## src/pvm_pkg.sv

```systemverilog
// Package for the PCM voice mixer: opcodes, register indexes, sizes and the
// structures passed between the front, the command queue and the back end.
// No dependencies.
package pvm_pkg;

	localparam int STORE_DEPTH = 65536;
	localparam int ADDR_W      = $clog2(STORE_DEPTH);

	localparam int CMD_DEPTH = 4;
	localparam int CMD_PTR_W = $clog2(CMD_DEPTH);
	localparam int CMD_CNT_W = $clog2(CMD_DEPTH + 1);

	localparam int OUT_DEPTH = 4;
	localparam int OUT_PTR_W = $clog2(OUT_DEPTH);
	localparam int OUT_CNT_W = $clog2(OUT_DEPTH + 1);

	localparam logic [15:0] VOLUME_ONE = 16'h8000;

	typedef enum logic [2:0] {
		OP_WRITE   = 3'd0,
		OP_MIX     = 3'd1,
		OP_PLAY    = 3'd2,
		OP_PAUSE   = 3'd3,
		OP_RESTART = 3'd4,
		OP_STOP    = 3'd5
	} op_t;

	typedef enum logic [1:0] {
		CFG_CHANNELS = 2'd0,
		CFG_TOTAL    = 2'd1,
		CFG_LOOP     = 2'd2,
		CFG_VOLUME   = 2'd3
	} cfg_idx_t;

	typedef enum logic {
		CMD_WRITE = 1'b0,
		CMD_MIX   = 1'b1
	} cmd_kind_t;

	typedef struct packed {
		logic [1:0]  channels;
		logic [16:0] total;
		logic        loop_en;
		logic [15:0] volume;
	} cfg_t;

	typedef struct packed {
		cmd_kind_t          kind;
		logic               stereo;
		logic               act;
		logic               playing;
		logic [ADDR_W-1:0]  addr_a;
		logic [ADDR_W-1:0]  addr_b;
		logic [15:0]        value;
		logic signed [15:0] mix_l;
		logic signed [15:0] mix_r;
		logic [15:0]        position;
	} cmd_t;

	typedef struct packed {
		logic               act;
		logic               side;
		logic               playing;
		logic signed [15:0] mix_in;
		logic [15:0]        position;
	} tag_t;

	typedef struct packed {
		logic signed [15:0] left;
		logic signed [15:0] right;
		logic               playing;
		logic [15:0]        position;
	} res_t;

endpackage

```

## src/pvm_cmd_queue.sv

```systemverilog
// Command queue between the front end and the back end of the voice mixer.
// Depends on pvm_pkg.
module pvm_cmd_queue (
	input  logic          clk,
	input  logic          arst_n,
	input  logic          push,
	input  pvm_pkg::cmd_t data_in,
	output logic          full,
	input  logic          pop,
	output pvm_pkg::cmd_t data_out,
	output logic          empty
);

	pvm_pkg::cmd_t                   slot_q [pvm_pkg::CMD_DEPTH];
	logic [pvm_pkg::CMD_PTR_W-1:0]   wp_q;
	logic [pvm_pkg::CMD_PTR_W-1:0]   rp_q;
	logic [pvm_pkg::CMD_CNT_W-1:0]   cnt_q;
	logic                            do_push;
	logic                            do_pop;

	assign full     = cnt_q == pvm_pkg::CMD_CNT_W'(pvm_pkg::CMD_DEPTH);
	assign empty    = cnt_q == '0;
	assign do_push  = push && !full;
	assign do_pop   = pop && !empty;
	assign data_out = slot_q[rp_q];

	always_ff @(posedge clk) begin
		if (do_push) begin
			slot_q[wp_q] <= data_in;
		end
	end

	always_ff @(posedge clk or negedge arst_n) begin
		if (!arst_n) begin
			wp_q  <= '0;
			rp_q  <= '0;
			cnt_q <= '0;
		end else begin
			if (do_push) begin
				wp_q <= wp_q + 1'b1;
			end
			if (do_pop) begin
				rp_q <= rp_q + 1'b1;
			end
			if (do_push && !do_pop) begin
				cnt_q <= cnt_q + 1'b1;
			end else if (do_pop && !do_push) begin
				cnt_q <= cnt_q - 1'b1;
			end
		end
	end

endmodule

```

## config.mk

```make
export PLATFORM = sky130hd
export DESIGN_NAME = pvm_cmd_queue
export DESIGN_NICKNAME = d
export VERILOG_FILES = /design/src/pvm_pkg.sv /design/src/pvm_cmd_queue.sv
export SDC_FILE = /design/constraint.sdc
export NUM_CORES = 1
export LEC_CHECK = 0
export BUFFER_PORTS_ARGS = -buffer_cell sky130_fd_sc_hd__buf_4
export CAP_MARGIN = 10
export CELL_PAD_IN_SITES_DETAIL_PLACEMENT = 1
export CELL_PAD_IN_SITES_GLOBAL_PLACEMENT = 2
export CORE_MARGIN = 2
export CORE_UTILIZATION = 49
export DETAILED_ROUTE_END_ITERATION = 6
export PLACE_DENSITY_LB_ADDON = 0.1
export SYNTH_ARGS = -nofsm -noshare
export SYNTH_HDL_FRONTEND = slang
export SYNTH_SLANG_ARGS = --single-unit
```

## constraint.sdc

```tcl
create_clock -name clk -period 5.9 [get_ports clk]
set_input_delay 1.475 -clock clk [delete_from_list [all_inputs] [get_ports clk]]
set_output_delay 1.475 -clock clk [all_outputs]
set_load 0.05 [all_outputs]
```

Word level (Yosys, flattened, before mapping):

Memory sizes are Yosys's and may differ from the RTL's.
Index checks and enable logic that the tools add are counted.

* flip-flop bits (word level): 7
* RAM bits: 400
* input bits: 104
* output and inout bits: 102
* logic and storage cells: 23
* memories: 1

Memories
* slot_q: words 4, width 100, read ports 1, clocked after memory_dff 0, wr ports 1, RTL line pvm_cmd_queue.sv:14 `pvm_pkg::cmd_t slot_q [pvm_pkg::CMD_DEPTH];`

* $add $sub $neg: 4
* equal/unequal tests: 1
* muxes and demuxes: 4
* reduce and logical (&&, ||, !) cells: 10

Operators with widths (count)
* two-way mux 3 bit: 2
* adder 2 x 1 -> 2 bit (second input constant): 2
* logical AND 1 bit: 4
* logical NOT 1 bit: 4
* adder 3 x 1 -> 3 bit (second input constant): 1
* equality test 3 bit (second input constant): 1
* logical NOT 3 bit: 1
* subtractor 3 x 1 -> 3 bit (second input constant): 1
* two-way mux 1 bit: 2
* nonzero test 2 bit: 1

Depth between registers and ports, before layout:

Gate-level depths: netlist (run 1).

* depth after elaboration: 7
* mapped depth: 9
* mapped depth without buffers: 8

Worst setup path after synthesis (run 1):

No wires, ideal clock.

* path type: in2reg
* start: input port push
* end: memory slot_q[0][0] in the netlist's numbering (enable)
* library setup time: 0.470 ns
* data arrival time: 4.070 ns
* required time: 5.430 ns
* path slack: 1.360 ns
* stages on the path: 3
* buffers on the path: 1
* cells stage by stage: nor2b_1 > buf_2 > and2_1

* word-level cells in the longest chain between the ends: 3

RTL lines
* start: declaration: RTL line pvm_cmd_queue.sv:6 `input logic push,`
* logical AND 1 bit: RTL line pvm_cmd_queue.sv:23 `assign do_push = push && !full;`
* net do_push: RTL line pvm_cmd_queue.sv:18 `logic do_push;`
* two-way mux 1 bit: RTL line pvm_cmd_queue.sv:28 `if (do_push) begin`
* two-way mux 1 bit (implied by the code): RTL line pvm_cmd_queue.sv:29 `slot_q[wp_q] <= data_in;`
* end: declaration: RTL line pvm_cmd_queue.sv:14

The timed path passes the listed nets, and every way through them passes these cells.

==> results of run 1 <==
-- cells in the final DEF (no fill, tap or decap) --
cell type,count
clkinv_1,11
dfrtp_4,2
nand3_1,1
xnor2_1,4
fa_1,1
and2_4,4
inv_1,4
edfxtp_1,400
nor2b_1,1
clkbuf_16,45
nand2_1,1
xor2_1,2
bufinv_16,3
clkinvlp_4,1
mux4_2,100
clkbuf_1,7
buf_12,1
dfrtp_1,5
clkinv_2,8
nor2_1,1
diode_2,1
or3_1,1
buf_4,215
ha_1,5
mux2_2,2
nor3b_2,1
clkbuf_8,2
-- how the worst max path moves through the flow --
stage                               to  cells after the start
after floorplan           slot_q[0][0]                      3
after global placement    data_out[59]                      3
after detailed placement  data_out[37]                      3
after CTS                 data_out[37]                      3
after global routing      data_out[59]                      3
final                     data_out[80]                      3
-- through the flow --
stage	hold WS, ns	cell area [um^2]
2_1_floorplan	0.4453	14850
3_3_place_gp	0.4600	16810
3_5_place_dp	0.4992	16810
4_1_cts	0.5131	18170
5_1_grt	0.5258	18170
6_report	0.5082	18170
-- worst max-delay path, stage by stage, from the launching register on --
cell     delay, ns
dfrtp_4       1.05
buf_12        0.49
mux4_2        0.60
buf_4         0.21
-- sequential cells by signal, indices dropped and copies added, names as in the netlist --
| register | count |
|---|---|
| wp_q | 2 |
| cnt_q | 3 |
| rp_q | 2 |
| slot_q | 400 |
-- logic make-up after synthesis --
family / share of synthesized area, %
flip-flops: 82.07
multiplexers: 15.32
buffers and inverters: 1.281
AND/OR/NAND/NOR: 0.4212
XOR/XNOR: 0.3539
adder cells (fa/ha/maj): 0.5561
-- area by class of cell --
type                            instances  share of cell area [%]
Antenna cell                            1                 0.01377
Clock buffer                           54                   6.492
Multi-Input combinational cell        124                   13.66
Timing Repair Buffer                  216                   8.991
Inverter                                4                 0.08261
Sequential cell                       407                   67.09
Tap cell                              390                   2.685
Clock inverter                         23                  0.9844
-- layer usage --
| metal | global-route usage [%] | up-vias | wire (um) | part of all wire, % |
|---|---|---|---|---|
| met5 | 0 | - | 16 | 0.054 |
| met4 | 4.098 | 2 | 338 | 1.1 |
| met3 | 4.540 | 29 | 1853 | 6.3 |
| met2 | 33.25 | 192 | 15620 | 53 |
| met1 | 24.38 | 3487 | 11640 | 39 |
| li1 | - | 2879 | - | - |
-- report_power, final --
part           switching (mW)  internal, mW
combinational            2.71          1.44
sequential              0.313          3.83
clock                    1.01          1.54
==> reports/qor.csv, run 1 <==
metric;value;unit
ant_nets;0;
grt_max_degree;65;
nets;905;
critPathCaptureType;primary output;
setup_viol;0;
worst_hold_path_type;reg -> reg;
startpoint;rp_q[0];
whs_endpoint;cnt_q[2];
worstPathArrival;2.93;ns
path_clk_slew;0.06;ns
dp_slack;1.922;ns
worstMarginPinSlew;1.012;ns
fin_crit_sh;74.68;%
drtIter0Drc;484;
port_buffers;205;
ir_drop;410.2;uV
cts_setup_buffers;0;
synth_top_cell_by_area;edfxtp_1;
r2r-end;slot_q[3][37];
dr.pass1.iters;5;
holdBufCountCts;0;
vias;6589;
synth_commonest_cells;edfxtp_1, mux4_2, buf_2;
grt_antenna_before_repair;2;
syn_area;0.01485;mm^2
synth_area_per_cell;26.61;um^2
reg2reg_depth;4;
synth_warnings;0;
fin_cells;1219;
synth_seq_area_share;82.07;%
syn2layout_area_growth;22.40;%
cts_resized;0;
synth_nets;668;
grt.overflow.total;0;
power_density;596.2;mW/mm^2
synthFlopType;edfxtp_1;
critical_path_class;reg -> out;
track_usage;19.01;%
status;complete, no violations;
ys_seq_elements;407;
insertion_delay;0.51;ns
synth_edf_count;400;
worstHoldPathCells;1;
fin_ws;1.494;ns
skew;0.009869;ns
num_rows;63;
io_pins;206;
fmax;227.0;MHz
worstHoldStart;cnt_q[2];
clock-sinks;407;
synthArstFlopShare;1.720;%
initial_core_util;49.97;%
tns;0;ns
power.leakage;6.221;nW
dieWidth;178.1;um
r2r_slack;3.05;ns
path_max_fanout;58;
startpoint_type;flip-flop;
grt_pass1_wl;44230;um
dp_hpwl;18070;um
gp_congestion;0.7236;
clockRootBuffer;clkbuf_16;
routedWlPerCell;24.17;um
finalCriticalPeriod;4.406;ns
dpl.cell_count;1141;
synth.top_cells.by_area;edfxtp_1, mux4_2, dfrtp_1;
drive_above_1_share;46.38;%
slew_violations;0;
cts_tree;built;
synthCells;558;
design.die.area;0.03171;mm^2
r2r-start;cnt_q[2];
totalWireLength;29470;um
cts_made_buffers;42;
ys_types;20;
cts.htree.levels;2;
slew-limit-headroom;32.54;%
required;4.43;ns
utilization;61.16;%
core_area;0.02972;mm^2
nFillCells;2427;
p_total;10.84;mW
maxCapViolCount;0;
clock_path_buffers;3;
multi_input_area;0.002482;mm^2
die_h;178.1;um
via_per_inst;5.405;
regArea;0.01219;mm^2
finalHoldViolations;0;
rsz0062_at_grt;false;
grt_pass1_vias;7420;
yosys.area.top_type_share;80.89;%
yosysMostFrequentCell;edfxtp_1;
drc;0;
Note: power is estimated with default switching activity, not from simulation.
==> run 2: changes to the inputs <==
--- a/config.mk
+++ b/config.mk
@@ -10,7 +10,7 @@
 export CELL_PAD_IN_SITES_DETAIL_PLACEMENT = 1
 export CELL_PAD_IN_SITES_GLOBAL_PLACEMENT = 2
 export CORE_MARGIN = 2
-export CORE_UTILIZATION = 49
+export CORE_UTILIZATION = 41
 export DETAILED_ROUTE_END_ITERATION = 6
 export PLACE_DENSITY_LB_ADDON = 0.1
 export SYNTH_ARGS = -nofsm -noshare
==> constraint.sdc (replaced) <==
create_clock -name clk -period 4 [get_ports clk]
set_input_delay 1 -clock clk [delete_from_list [all_inputs] [get_ports clk]]
set_output_delay 1 -clock clk [all_outputs]
set_load 0.05 [all_outputs]
==> run 2 against run 1 <==
  * The run now ends with design-rule violations left
  * Setup slack lost 0.93 ns
  * Register-to-register slack worse by 1.4 ns
  * Die area increased by 19%
  * Cell count grew 5.4%
  * Largest cell class unchanged
==> reports/qor.csv, run 2 (synthesis gave the netlist of run 1 again) <==
metric;value;unit
fin_ws;0.5627;ns
startpoint_type;flip-flop;
grt_pass1_wl;46500;um
clockRootBuffer;clkbuf_16;
insertion_delay;0.54;ns
holdBufCountCts;0;
path_clk_slew;0.06;ns
largest_register_ffs;400;
layout_common_cells;edfxtp_1, buf_4, mux4_2, clkbuf_16, clkbuf_1;
nFillCells;3086;
power.leakage;6.196;nW
setup_viol;0;
fmax;290.9;MHz
dp_slack;1.074;ns
power_density;870.1;mW/mm^2
grt_pass1_vias;7580;
finalCriticalPeriod;3.437;ns
combPwrFrac;40.0;%
dp_hpwl;18660;um
maxCapViolCount;0;
clkPwrFrac;22.4;%
grt_max_degree;59;
port_buffers;205;
totalWireLength;30360;um
drive_above_1_share;45.93;%
slew_violations;0;
worst_hold_path_type;in -> async;
internal-power;9.916;mW
violations;design-rule violations;
regMostFlops;slot_q;
critPathMostFrequentCell;buf_4;
clock_path_buffers;3;
ir_drop;433.1;uV
grt_antenna_before_repair;3;
slew-limit-headroom;54.10;%
io_pins;206;
nets;910;
top_regs;slot_q (400), cnt_q (3);
ant_nets;0;
p_sw;5.957;mW
cts_resized;0;
syn2layout_area_growth;22.85;%
p_total;15.87;mW
vias;6606;
routedWlPerCell;23.62;um
initial_core_util;41.65;%
cp_cell_sequence;buf_4, mux4_2, buf_4;
worstPathArrival;2.44;ns
critical_path_class;reg -> out;
critPathCaptureType;primary output;
cts.htree.levels;2;
core_area;0.03566;mm^2
drc;17;
path_max_fanout;18;
design.die.area;0.03776;mm^2
clock-sinks;407;
num_rows;69;
die_h;194.3;um
rsz0062_at_grt;false;
gp_congestion;0.6887;
place_area;0.01700;mm^2
swShare;37.53;%
sequentialPowerShare;37.6;%
via_per_inst;5.141;
cts_made_buffers;42;
worstMarginPinSlew;0.6886;ns
finalHoldViolations;0;
grt.overflow.total;0;
slowest_delay;0.67;ns
track_usage;16.46;%
cts_tree;built;
dieWidth;194.3;um
tns;0;ns
finish.instance_area;0.01824;mm^2
drtIter0Drc;423;
skew;0.01453;ns
cts_setup_buffers;0;
dr.pass1.iters;7;
fin_crit_sh;85.93;%
cpMaxStageDelayCell;dfrtp_4;
status;finished, violations left;
final_common_cell;edfxtp_1;
required;3.00;ns
## run 2: cell types whose count changed in the layout (fill, tap and decap cells not counted), sizes merged
cell	delta
clkinvlp	-1
buf	+5
clkinv	-9
bufinv	-2
clkbuf	+2
## run 2: metal layers
metal | wire (um) | vias to the layer above | GRT usage, %
met4 | 842 | 4 | 5.755
met3 | 1918 | 58 | 4.702
met5 | 25 | - | 0
met2 | 15200 | 184 | 27.18
met1 | 12370 | 3481 | 21.03
li1 | - | 2879 | -
## run 2: power by group through the flow
stage	Sequential, mW	Clock (mW)	Combinational [mW]
floorplan	5.87	0	4.71
global placement	6.01	0	6.45
detailed placement	6.08	0	6.48
CTS	5.99	3.67	6.51
global route	6.05	3.80	6.69
finish	5.97	3.55	6.36
## run 2: critical path, delay by kind of cell, from the launching register on
family                 cells  cell delay (ns)
DFF                        1             0.67
buffers and inverters      2             0.61
muxes                      1             0.59
## run 2: final cells by class
class	instances	area (um^2)	share of cell area (%)
Sequential cell	407	12190	66.85
Tap cell	461	576.8	3.162
Clock inverter	11	70.07	0.3841
Antenna cell	1	2.502	0.01372
Timing Repair Buffer	221	1734	9.506
Clock buffer	56	1167	6.399
Inverter	4	15.01	0.08230
Multi-Input combinational cell	124	2482	13.61
## run 2: final timing paths
kind                       startpoint           end  slack [ns]  cells past startpoint
min in group clk             cnt_q[2]      cnt_q[2]        0.49                      1
setup reg to reg             cnt_q[2]      cnt_q[2]        1.66                      8
hold / removal                 arst_n      cnt_q[2]        0.27                      1
setup / recovery              rp_q[0]  data_out[30]        0.56                      3
hold reg to reg              cnt_q[2]      cnt_q[2]        0.49                      1
max in group asynchronous      arst_n       rp_q[1]        3.59                      1
## run 2: through the flow
stage / instances / hold WS [ns] / utilization (%)
CTS: 1284 / 0.2373 / 51.16
global placement: 1217 / 0.4586 / 47.69
global route: 1285 / 0.2441 / 51.16
floorplan: 558 / 0.4453 / -
detailed placement: 1217 / 0.4910 / 47.69
finish: 1285 / 0.2657 / 51.16
