### src/pvm_pkg.sv
// Package for the PCM voice mixer: opcodes, register indexes, sizes and the
// structures passed between the front, the command queue and the back end.
// No dependencies.
package pvm_pkg;

	localparam int STORE_DEPTH = 65536;
	localparam int ADDR_W      = $clog2(STORE_DEPTH);

	localparam int CMD_DEPTH = 4;
	localparam int CMD_PTR_W = $clog2(CMD_DEPTH);
	localparam int CMD_CNT_W = $clog2(CMD_DEPTH + 1);

	localparam int OUT_DEPTH = 4;
	localparam int OUT_PTR_W = $clog2(OUT_DEPTH);
	localparam int OUT_CNT_W = $clog2(OUT_DEPTH + 1);

	localparam logic [15:0] VOLUME_ONE = 16'h8000;

	typedef enum logic [2:0] {
		OP_WRITE   = 3'd0,
		OP_MIX     = 3'd1,
		OP_PLAY    = 3'd2,
		OP_PAUSE   = 3'd3,
		OP_RESTART = 3'd4,
		OP_STOP    = 3'd5
	} op_t;

	typedef enum logic [1:0] {
		CFG_CHANNELS = 2'd0,
		CFG_TOTAL    = 2'd1,
		CFG_LOOP     = 2'd2,
		CFG_VOLUME   = 2'd3
	} cfg_idx_t;

	typedef enum logic {
		CMD_WRITE = 1'b0,
		CMD_MIX   = 1'b1
	} cmd_kind_t;

	typedef struct packed {
		logic [1:0]  channels;
		logic [16:0] total;
		logic        loop_en;
		logic [15:0] volume;
	} cfg_t;

	typedef struct packed {
		cmd_kind_t          kind;
		logic               stereo;
		logic               act;
		logic               playing;
		logic [ADDR_W-1:0]  addr_a;
		logic [ADDR_W-1:0]  addr_b;
		logic [15:0]        value;
		logic signed [15:0] mix_l;
		logic signed [15:0] mix_r;
		logic [15:0]        position;
	} cmd_t;

	typedef struct packed {
		logic               act;
		logic               side;
		logic               playing;
		logic signed [15:0] mix_in;
		logic [15:0]        position;
	} tag_t;

	typedef struct packed {
		logic signed [15:0] left;
		logic signed [15:0] right;
		logic               playing;
		logic [15:0]        position;
	} res_t;

endpackage

### src/pvm_front.sv
// Front end of the PCM voice mixer: accepts beats, keeps the play position and
// playing flag, and turns write and mix beats into queue commands.
// Depends on pvm_pkg.
module pvm_front (
	input  logic                clk,
	input  logic                arst_n,
	input  logic                push,
	output logic                full,
	input  logic [2:0]          opcode,
	input  logic [15:0]         write_address,
	input  logic signed [15:0]  write_value,
	input  logic signed [15:0]  mix_left_in,
	input  logic signed [15:0]  mix_right_in,
	input  pvm_pkg::cfg_t       cfg,
	output logic                q_push,
	output pvm_pkg::cmd_t       q_data,
	input  logic                q_full
);

	logic [15:0]        pos_q;
	logic               playing_q;
	logic               accept;
	pvm_pkg::op_t       op;
	logic               stereo;
	logic [16:0]        step;
	logic [16:0]        sum17;
	logic [16:0]        wrap17;
	logic [15:0]        next_pos;
	logic signed [17:0] limit;
	logic               at_end;
	logic [15:0]        new_pos;
	logic               new_play;
	logic [15:0]        idx_cur;
	logic [15:0]        idx_next;

	assign op     = pvm_pkg::op_t'(opcode);
	assign accept = push && !q_full;
	assign full   = q_full;

	always_comb begin
		stereo   = cfg.channels[1];
		step     = stereo ? 17'd2 : 17'd1;
		sum17    = {1'b0, pos_q} + step;
		wrap17   = (sum17 >= cfg.total) ? (sum17 - cfg.total) : sum17;
		next_pos = wrap17[15:0];
		limit    = $signed({1'b0, cfg.total}) - $signed({1'b0, step}) - 18'sd1;
		at_end   = $signed({2'b00, next_pos}) >= limit;
		new_pos  = at_end ? 16'd0 : next_pos;
		new_play = at_end ? cfg.loop_en : 1'b1;
		idx_cur  = stereo ? {pos_q[15:1], 1'b0} : pos_q;
		idx_next = stereo ? {next_pos[15:1], 1'b0} : next_pos;
	end

	always_comb begin
		q_data          = '0;
		q_data.stereo   = stereo;
		q_data.mix_l    = mix_left_in;
		q_data.mix_r    = mix_right_in;
		q_data.value    = write_value;
		q_data.act      = playing_q;
		q_data.playing  = playing_q ? new_play : 1'b0;
		q_data.position = playing_q ? new_pos : pos_q;
		if (op == pvm_pkg::OP_WRITE) begin
			q_data.kind   = pvm_pkg::CMD_WRITE;
			q_data.addr_a = pvm_pkg::ADDR_W'(write_address);
			q_data.addr_b = pvm_pkg::ADDR_W'(write_address);
		end else begin
			q_data.kind   = pvm_pkg::CMD_MIX;
			q_data.addr_a = pvm_pkg::ADDR_W'(idx_cur);
			q_data.addr_b = pvm_pkg::ADDR_W'(idx_next);
		end
		q_push = accept && (op == pvm_pkg::OP_WRITE || op == pvm_pkg::OP_MIX);
	end

	always_ff @(posedge clk or negedge arst_n) begin
		if (!arst_n) begin
			pos_q     <= '0;
			playing_q <= 1'b0;
		end else if (accept) begin
			unique case (op)
				pvm_pkg::OP_PLAY: begin
					playing_q <= 1'b1;
				end
				pvm_pkg::OP_PAUSE: begin
					playing_q <= 1'b0;
				end
				pvm_pkg::OP_RESTART: begin
					playing_q <= 1'b1;
					pos_q     <= '0;
				end
				pvm_pkg::OP_STOP: begin
					playing_q <= 1'b0;
					pos_q     <= '0;
				end
				pvm_pkg::OP_MIX: begin
					if (playing_q) begin
						pos_q     <= new_pos;
						playing_q <= new_play;
					end
				end
				default: begin
				end
			endcase
		end
	end

endmodule

### config.mk
export PLATFORM = sky130hd
export DESIGN_NAME = pvm_front
export DESIGN_NICKNAME = d
export VERILOG_FILES = /design/src/pvm_pkg.sv /design/src/pvm_front.sv
export SDC_FILE = /design/constraint.sdc
export NUM_CORES = 1
export LEC_CHECK = 0
export ABC_CLOCK_PERIOD_IN_PS = 11770
export BUFFER_PORTS_ARGS = -buffer_cell sky130_fd_sc_hd__buf_2
export CAP_MARGIN = 5
export CORE_ASPECT_RATIO = 0.6
export CORE_MARGIN = 10
export CORE_UTILIZATION = 50
export CTS_CLUSTER_SIZE = 14
export DETAILED_ROUTE_END_ITERATION = 6
export PLACE_DENSITY_LB_ADDON = 0.2
export SYNTH_ARGS = -nofsm -noshare
export SYNTH_HDL_FRONTEND = slang
export SYNTH_SLANG_ARGS = --single-unit
### constraint.sdc
create_clock -name clk -period 11.77 [get_ports clk]
set_input_delay 0.5885 -clock clk [delete_from_list [all_inputs] [get_ports clk]]
set_output_delay 0.5885 -clock clk [all_outputs]
set_load 0.01 [all_outputs]
* Yosys cells after proc, flatten, opt, wreduce, memory -nomap -nowiden
Index checks and enable logic that the tools add are counted.
** Word-level totals
- Bits in registers :: 17
- Bits in latches :: 0
- Bits in writable memories :: 0
- ROM bits :: 0
- Input port bits :: 107
- Output and inout port bits :: 102
- Memories :: 0
** Operators by class
- Add/subtract/negate cells :: 4
- Multiply operators :: 0
- Div/mod/pow operators :: 0
- $lt $le $gt $ge :: 2
- Equal/unequal tests :: 5
- Shift-type cells :: 0
- Mux-type cells :: 12
- Bitwise operators :: 0
- Reduce and logical (&&, ||, !) cells :: 12
** Operators with widths (number)
- $mux 16 :: 3
- $mux 32 :: 1
- $pmux 16 s2 :: 1
- $ge 17x18->1 :: 1
- $sub 17x2->18 :: 1
- $sub 18x2->18 const B :: 1
- $add 16x2->17 :: 1
- $ge 17x17->1 :: 1
- $sub 16x16->16 :: 1
- $eq 3x2->1 const B :: 2
- $eq 3x3->1 const B :: 2
- $reduce_or 2->1 :: 3
- $mux 1 :: 5
- $reduce_and 2->1 :: 2
- $eq 3x1->1 const B :: 1
- $logic_not 3->1 :: 1
- $pmux 1 s3 :: 1
- $reduce_bool 3->1 :: 1
- $logic_and 1x1->1 :: 2
- $mux 2 :: 1
- $reduce_bool 2->1 :: 1
- $logic_not 1->1 :: 1
- $logic_or 1x1->1 :: 1

* Logic depth before layout (Yosys ltp)
Gate-level depths: netlist of the first run.
- Word-level depth :: 8
- Depth in mapped cells :: 30

* Worst setup path after synthesis of the first run
No wires, ideal clock.
- Path kind :: input to output
- Start :: input cfg[35] in the netlist's numbering
- End :: output q_data[11] in the netlist's numbering
- Data arrival time :: 6.086 ns
- Slack :: 5.095 ns
- Stages :: 27
- Cell sequence :: inv_1 -> ha_1 -> a21o_1 -> nand2_1 -> or2_2 -> clkbuf_1 -> xnor2_1 -> ha_1 -> a2111o_1 -> o21ai_0 -> o21ai_0 -> a2111oi_0 -> o21bai_1 -> xor2_1 -> nand2_1 -> nand2_1 -> ha_1 -> nand4_1 -> nor2_1 -> a311oi_1 -> or3_1 -> or4b_1 -> o31a_1 -> o21a_4 -> and2_4 -> buf_6 -> a31o_1
** RTL lines
- start, declared :: RTL line pvm_front.sv:14 : input pvm_pkg::cfg_t cfg,
- end, declared :: RTL line pvm_front.sv:16 : output pvm_pkg::cmd_t q_data,

==> flow_summary.ini, run 1 <==
[placement]
place_hpwl_mm = 9.38
gp_congestion = 0.900
numPortBuffers = 95

[clocking]
post-cts-setup-buffers = 0
cts_sinks = 17
cts_tree = yes
cts-htree-levels = 1
clk_latency_ns = 0.25
clockBufferDepth = 2
hold_buffers = 0
cts_root_buf = clkbuf_16
cts_buffers = 3
clk_pin_slew_ns = 0.05
cts_resized = 0

[finish]
n_fill_cell = 774
fin_nets = 712
layout-drive-gt1-share_pct = 19.6
utilization_pct = 54.5
diodes = 0
area_growth_pct = 5.89

[global_routing]
grt_max_degree = 39
grtUsageTotal_pct = 19.4
antenna_found_initial = 0
top_usage_layer = met2
met1_usage_pct = 25.6
grt_use_met2_pct = 32.0
grt_pass1_wl_mm = 19.0
grt_pass1_vias = 3879
grt_use_met3_pct = 4.95
overflow = 0

[detailed_routing]
vias = 3917
drt_iter0_drc = 244
routed_wl_mm = 11.5
dr.pass1.iters = 5
final_antenna_net_count = 0
avgRoutedWirePerCell_um = 17.1
post_drt_via_cell_ratio = 5.86
remaining_drc_errors = 0

[timing]
tightestPinTransition_ns = 0.896
fin_tns_setup_ns = 0
grt_setup_unrepaired = no
slew_viol_final = 0
hold_viol = 0
period_share_pct = 69.5
timing.slew.headroom_pct = 40.1
skew_ns = 0.00155
fin_crit_ns = 8.19
setup_viol = 0
timing.fmax_mhz = 122

[worst_setup_path]
cp-start-kind = primary input
cp.required_ns = 11.18
critPathKind = primary input to output pin
crit_fanout = 12
crit_arrival_ns = 7.60
end_kind = output pin

[floorplan]
fp-row-count = 24
die_h_um = 87
die_area_um2 = 11500
start_util_pct = 51.5
boundaryPins = 209
core_area_um2 = 7270
die_w_um = 132

[power_and_ir_drop]
p_comb_share_pct = 42.9
cell_internal_pwr_uw = 147
leakage_uw = 0.00196
vdd_drop_max_v = 0.0000553
power_density_nw_per_um2 = 59.2
p_sw_share_pct = 37.2
clockPowerShare_pct = 29.9
switchingPower_uw = 87.2
pwr-share-seq_pct = 27.3

[yosys]
seq_area_frac_synth_pct = 11.4
synth_area_um2 = 3740
async_flop_share_pct = 100
synth_compound_area_share_pct = 24.1
synthSimpleGateAreaFrac_pct = 24.4
syn_inst = 539
synthAdderAreaFrac_pct = 13.6
synth_seq_cells = 17
yosysWarnings = 0
synth_top_family_by_area = simple AND/OR/NAND/NOR gates
yosysTopAreaCell = ha_1
synth-xor-area-share_pct = 9.13
synthesis.nets = 685
synth_edf_count = 0
synth_most_common_cell = nand2_1
synthMuxAreaShare_pct = 1.14
ys_top_cells_by_count = nand2_1 (79), nor2_1 (58), buf_4 (51)
synthTopCellsByArea = ha_1 (12%), dfrtp_1 (11%), buf_4 (10%)
postSynthAreaPerCell_um2 = 6.94
synthDistinctLibCells = 58
yosys_most_used_dff = dfrtp_1
synth_top_area_share_pct = 12.0

[job]
drv_cap = 0

[min_path]
min_path_type = primary input to asynchronous set/reset pin

[run_status]
status = finished clean
==> sequential cells by signal, indices dropped and copies added (netlist names) <==
register   flops
playing_q      1
pos_q         16
==> critical path, stage by stage <==
cell and delay [ns]:
buf_2 0.16, inv_1 0.09, ha_1 0.21, a21o_1 0.13, nand2_1 0.10, or2_2 0.40, xnor2_1 0.27, ha_1 0.36
a2111o_1 0.38, o21ai_0 0.37, o21ai_0 0.30, a2111oi_0 0.75, o21bai_1 0.18, xor2_1 0.18, nand2_1 0.12, nand2_1 0.08
ha_1 0.31, nand4_1 0.10, nor2_1 0.34, a311oi_1 0.15, or3_1 0.38, or4b_1 0.51, o31a_1 0.14, o21a_4 0.24
nand2_1 0.39, o32ai_1 0.18, buf_2 0.17
==> cell usage in the layout, fill, tap and decap left out, types with 2 or more instances in the layout <==
cell type  instances
nand3_1            7
nand4_1            8
o22ai_1            5
nand2_1           79
and4_1             3
clkbuf_16          3
nor4_1             7
a21o_1             6
buf_2             95
o21a_1             7
xnor2_1           29
dfrtp_1           17
and3_1             3
fa_1               3
o211ai_1           3
o2bb2ai_1          4
mux2_2             2
o31a_1             2
xor2_1            10
ha_1              36
nand2b_1           6
o21ai_0           32
a21oi_1           27
or2_2              3
or3_1              4
a31oi_1            6
a2111oi_0          3
nor2_1            58
a211oi_1           2
nor2b_1            4
inv_1             34
a32o_1            13
o31ai_1            9
mux2i_1            2
nor3_1            10
==> stage by stage <==
step,setup slack (ns),hold WS [ns],std cells,cell area [um^2],total power (uW)
after floorplan,5.10,0.293,539,3740,146
after global placement,3.87,0.473,665,3880,161
after detailed placement,3.75,0.481,665,3880,164
after CTS,3.70,0.269,669,3960,235
after global routing,3.06,0.282,669,3960,252
final,3.58,0.259,669,3960,235
==> area by class of cell <==
type / count / area, um^2 / area share [%]
Multi-Input combinational cell: 414 / 2720 / 68.5
Timing Repair Buffer: 96 / 483 / 12.2
Sequential cell: 17 / 425 / 10.7
Tap cell: 104 / 130 / 3.28
Inverter: 34 / 128 / 3.22
Clock buffer: 3 / 75.1 / 1.90
Clock inverter: 1 / 5.00 / 0.126
==> path summary, 6_finish.rpt <==
kind,start,to,slack [ns],cells after the start
min in group clk,pos_q[9]$_DFFE_PN0P_,pos_q[9]$_DFFE_PN0P_,0.50,1
min reg2reg,pos_q[9]$_DFFE_PN0P_,pos_q[9]$_DFFE_PN0P_,0.50,1
min,arst_n,pos_q[4]$_DFFE_PN0P_,0.26,1
max,cfg[35],q_data[14],3.58,27
max reg2reg,pos_q[1]$_DFFE_PN0P_,pos_q[3]$_DFFE_PN0P_,4.68,24
max in group asynchronous,arst_n,pos_q[9]$_DFFE_PN0P_,11.22,1
==> per-layer routing <==
metal  share of wire (%)  vias up
li1                    -     1904
met1                  48     1853
met2                  44      154
met3                 7.8        6
met4                0.27        0
met5                   0        -
==> kinds of logic (layout without fill, tap and decap cells) <==
group                      count (synthesis)  after routing
muxes                                      4              4
and+or+nand+nor                          200            200
adders and majority gates                 39             39
AOI/OAI and AO/OA                        132            132
xor gates and xnor gates                  39             39
DFF                                       17             17
buffers and inverters                    108            134
==> power groups by stage <==
| stage | Clock, uW | Sequential (uW) | Combinational (uW) |
|---|---|---|---|
| final | 70.1 | 64.0 | 101 |
| after global routing | 73.8 | 64.3 | 114 |
| after CTS | 70.3 | 63.8 | 100 |
| after detailed placement | 0 | 64.9 | 99.5 |
| after global placement | 0 | 64.8 | 96.2 |
| after floorplan | 0 | 62.7 | 83.6 |
Note: power is estimated with default switching activity, not from simulation.
==> inputs of run 2 (changes only) <==
Settings changed: ABC_CLOCK_PERIOD_IN_PS 11770 to 7110, CORE_UTILIZATION 50 to 42.
Clock period 11.77 ns to 7.11 ns, I/O delays scaled along.
==> run 2 against run 1 <==
Compared with the run above:
- critical path depth increased by 1
- sequential power increased by 63%
- flip-flop and latch count unchanged
- global-route usage decreased by 2.7 points
- register-to-register slack got worse by 3.9 ns
- setup slack got worse by 3.2 ns
- critical endpoint unchanged
- power increased by 66%
==> flow_summary.ini, run 2 (synthesis results as in run 1) <==
[worst_setup_path]
end_kind = output pin
setup.worst_path.start = pos_q[1]$_DFFE_PN0P_
crit_arrival_ns = 6.39
cp.required_ns = 6.75
r2r-start = pos_q[1]$_DFFE_PN0P_
crit_slowest_cell = or4b_1
slowest_delay_ns = 0.51
crit_fanout = 6
cp-start-kind = flop
critPathKind = flop to output pin

[clocking]
cts_root_buf = clkbuf_16
cts_tree = yes
clockBufferDepth = 2
cts_buffers = 3
clk_latency_ns = 0.25
cts-htree-levels = 1
hold_buffers = 0
clk_pin_slew_ns = 0.05
cts_sinks = 17

[finish]
area_growth_pct = 12.4
final_cell_mix = buf_2 (95), nand2_1 (78), nor2_1 (57)
reg_top3 = pos_q (16), playing_q (1)
layout_commonest_cell = buf_2
utilization_pct = 49.0
layout-drive-gt1-share_pct = 24.3
largest_register_ffs = 16
max_flop_register = pos_q
diodes = 0
fin_nets = 739
n_fill_cell = 895

[timing]
grt_setup_unrepaired = no
skew_ns = 0.00171
period_share_pct = 94.9
timing.fmax_mhz = 148
tightestPinTransition_ns = 0.741
setup_viol = 0
hold_viol = 0
layout_setup_ws_ns = 0.364
fin_crit_ns = 6.75
slew_viol_final = 0
fin_tns_setup_ns = 0
holdWs_ns = 0.0258
timing.slew.headroom_pct = 49.2

[detailed_routing]
avgRoutedWirePerCell_um = 16.5
remaining_drc_errors = 0
final_antenna_net_count = 0
vias = 3918
post_drt_via_cell_ratio = 5.57
routed_wl_mm = 11.6
dr.pass1.iters = 5
drt_iter0_drc = 296

[global_routing]
grtUsageTotal_pct = 16.7
grt_pass1_vias = 3752
antenna_found_initial = 0
grt_pass1_wl_mm = 18.8
overflow = 0
grt_max_degree = 38

[floorplan]
core_area_um2 = 8590
die_h_um = 93.1
fp-row-count = 26
die_w_um = 142
start_util_pct = 43.6
boundaryPins = 209
die_area_um2 = 13200

[job]
drv_cap = 0

[min_path]
min_path_type = primary input to asynchronous set/reset pin

[placement]
post-place-ws_ns = 0.274
gp_congestion = 0.854
place_hpwl_mm = 9.69
numPortBuffers = 95

[power_and_ir_drop]
total_power_uw = 389
power_density_nw_per_um2 = 92.6
vdd_drop_max_v = 0.0000806
leakage_uw = 0.00210

[run_status]
status = finished clean
run 2: metrics by stage:
step | cell area [um^2] | std cells
detailed placement | 4090 | 699
global route | 4210 | 704
floorplan | 3740 | 539
global placement | 4090 | 699
finish | 4210 | 704
CTS | 4170 | 703
run 2: power by group:
| group | leakage [uW] | switching, uW | internal [uW] |
|---|---|---|---|
| clock network | 0.0000409 | 37.1 | 75.2 |
| logic | 0.00182 | 100 | 72.1 |
| registers | 0.000232 | 4.75 | 99.6 |
run 2: metal layers:
layer  GRT usage, %  part of all wire (%)
met5              0                     0
met4          0.678                  0.12
met3           4.80                   8.2
met2           25.6                    42
met1           23.8                    49
run 2: path summary, 6_finish.rpt:
check                      slack, ns                     to  cells past startpoint
max                             0.36             q_data[14]                     28
max in group asynchronous       6.80  pos_q[12]$_DFFE_PN0P_                      1
min                             0.03   pos_q[3]$_DFFE_PN0P_                      1
min in group clk                0.37  playing_q$_DFFE_PN0P_                      2
min reg2reg                     0.50   pos_q[9]$_DFFE_PN0P_                      1
max reg2reg                     0.81   pos_q[7]$_DFFE_PN0P_                     27
run 2: worst max-delay path, delay by kind of cell, from the launching register on:
family / cells / cell delay, ns
adders and majority gates: 3 / 0.95
xor gates and xnor gates: 2 / 0.35
DFF: 1 / 0.44
and+or+nand+nor: 8 / 1.80
AOI/OAI and AO/OA: 11 / 1.96
buffers and inverters: 4 / 0.63
run 2: repair_timing:
action	CTS	global route
setup buffers	0	1
gates resized for setup	0	11
endpoints found under the setup margin	0	17
run 2: cell type report:
type | count | area, um^2 | share of cell area (%)
Multi-Input combinational cell | 414 | 2750 | 65.3
Timing Repair Buffer | 123 | 686 | 16.3
Sequential cell | 17 | 425 | 10.1
Tap cell | 112 | 140 | 3.33
Inverter | 34 | 128 | 3.03
Clock buffer | 3 | 75.1 | 1.79
Clock inverter | 1 | 5.00 | 0.119
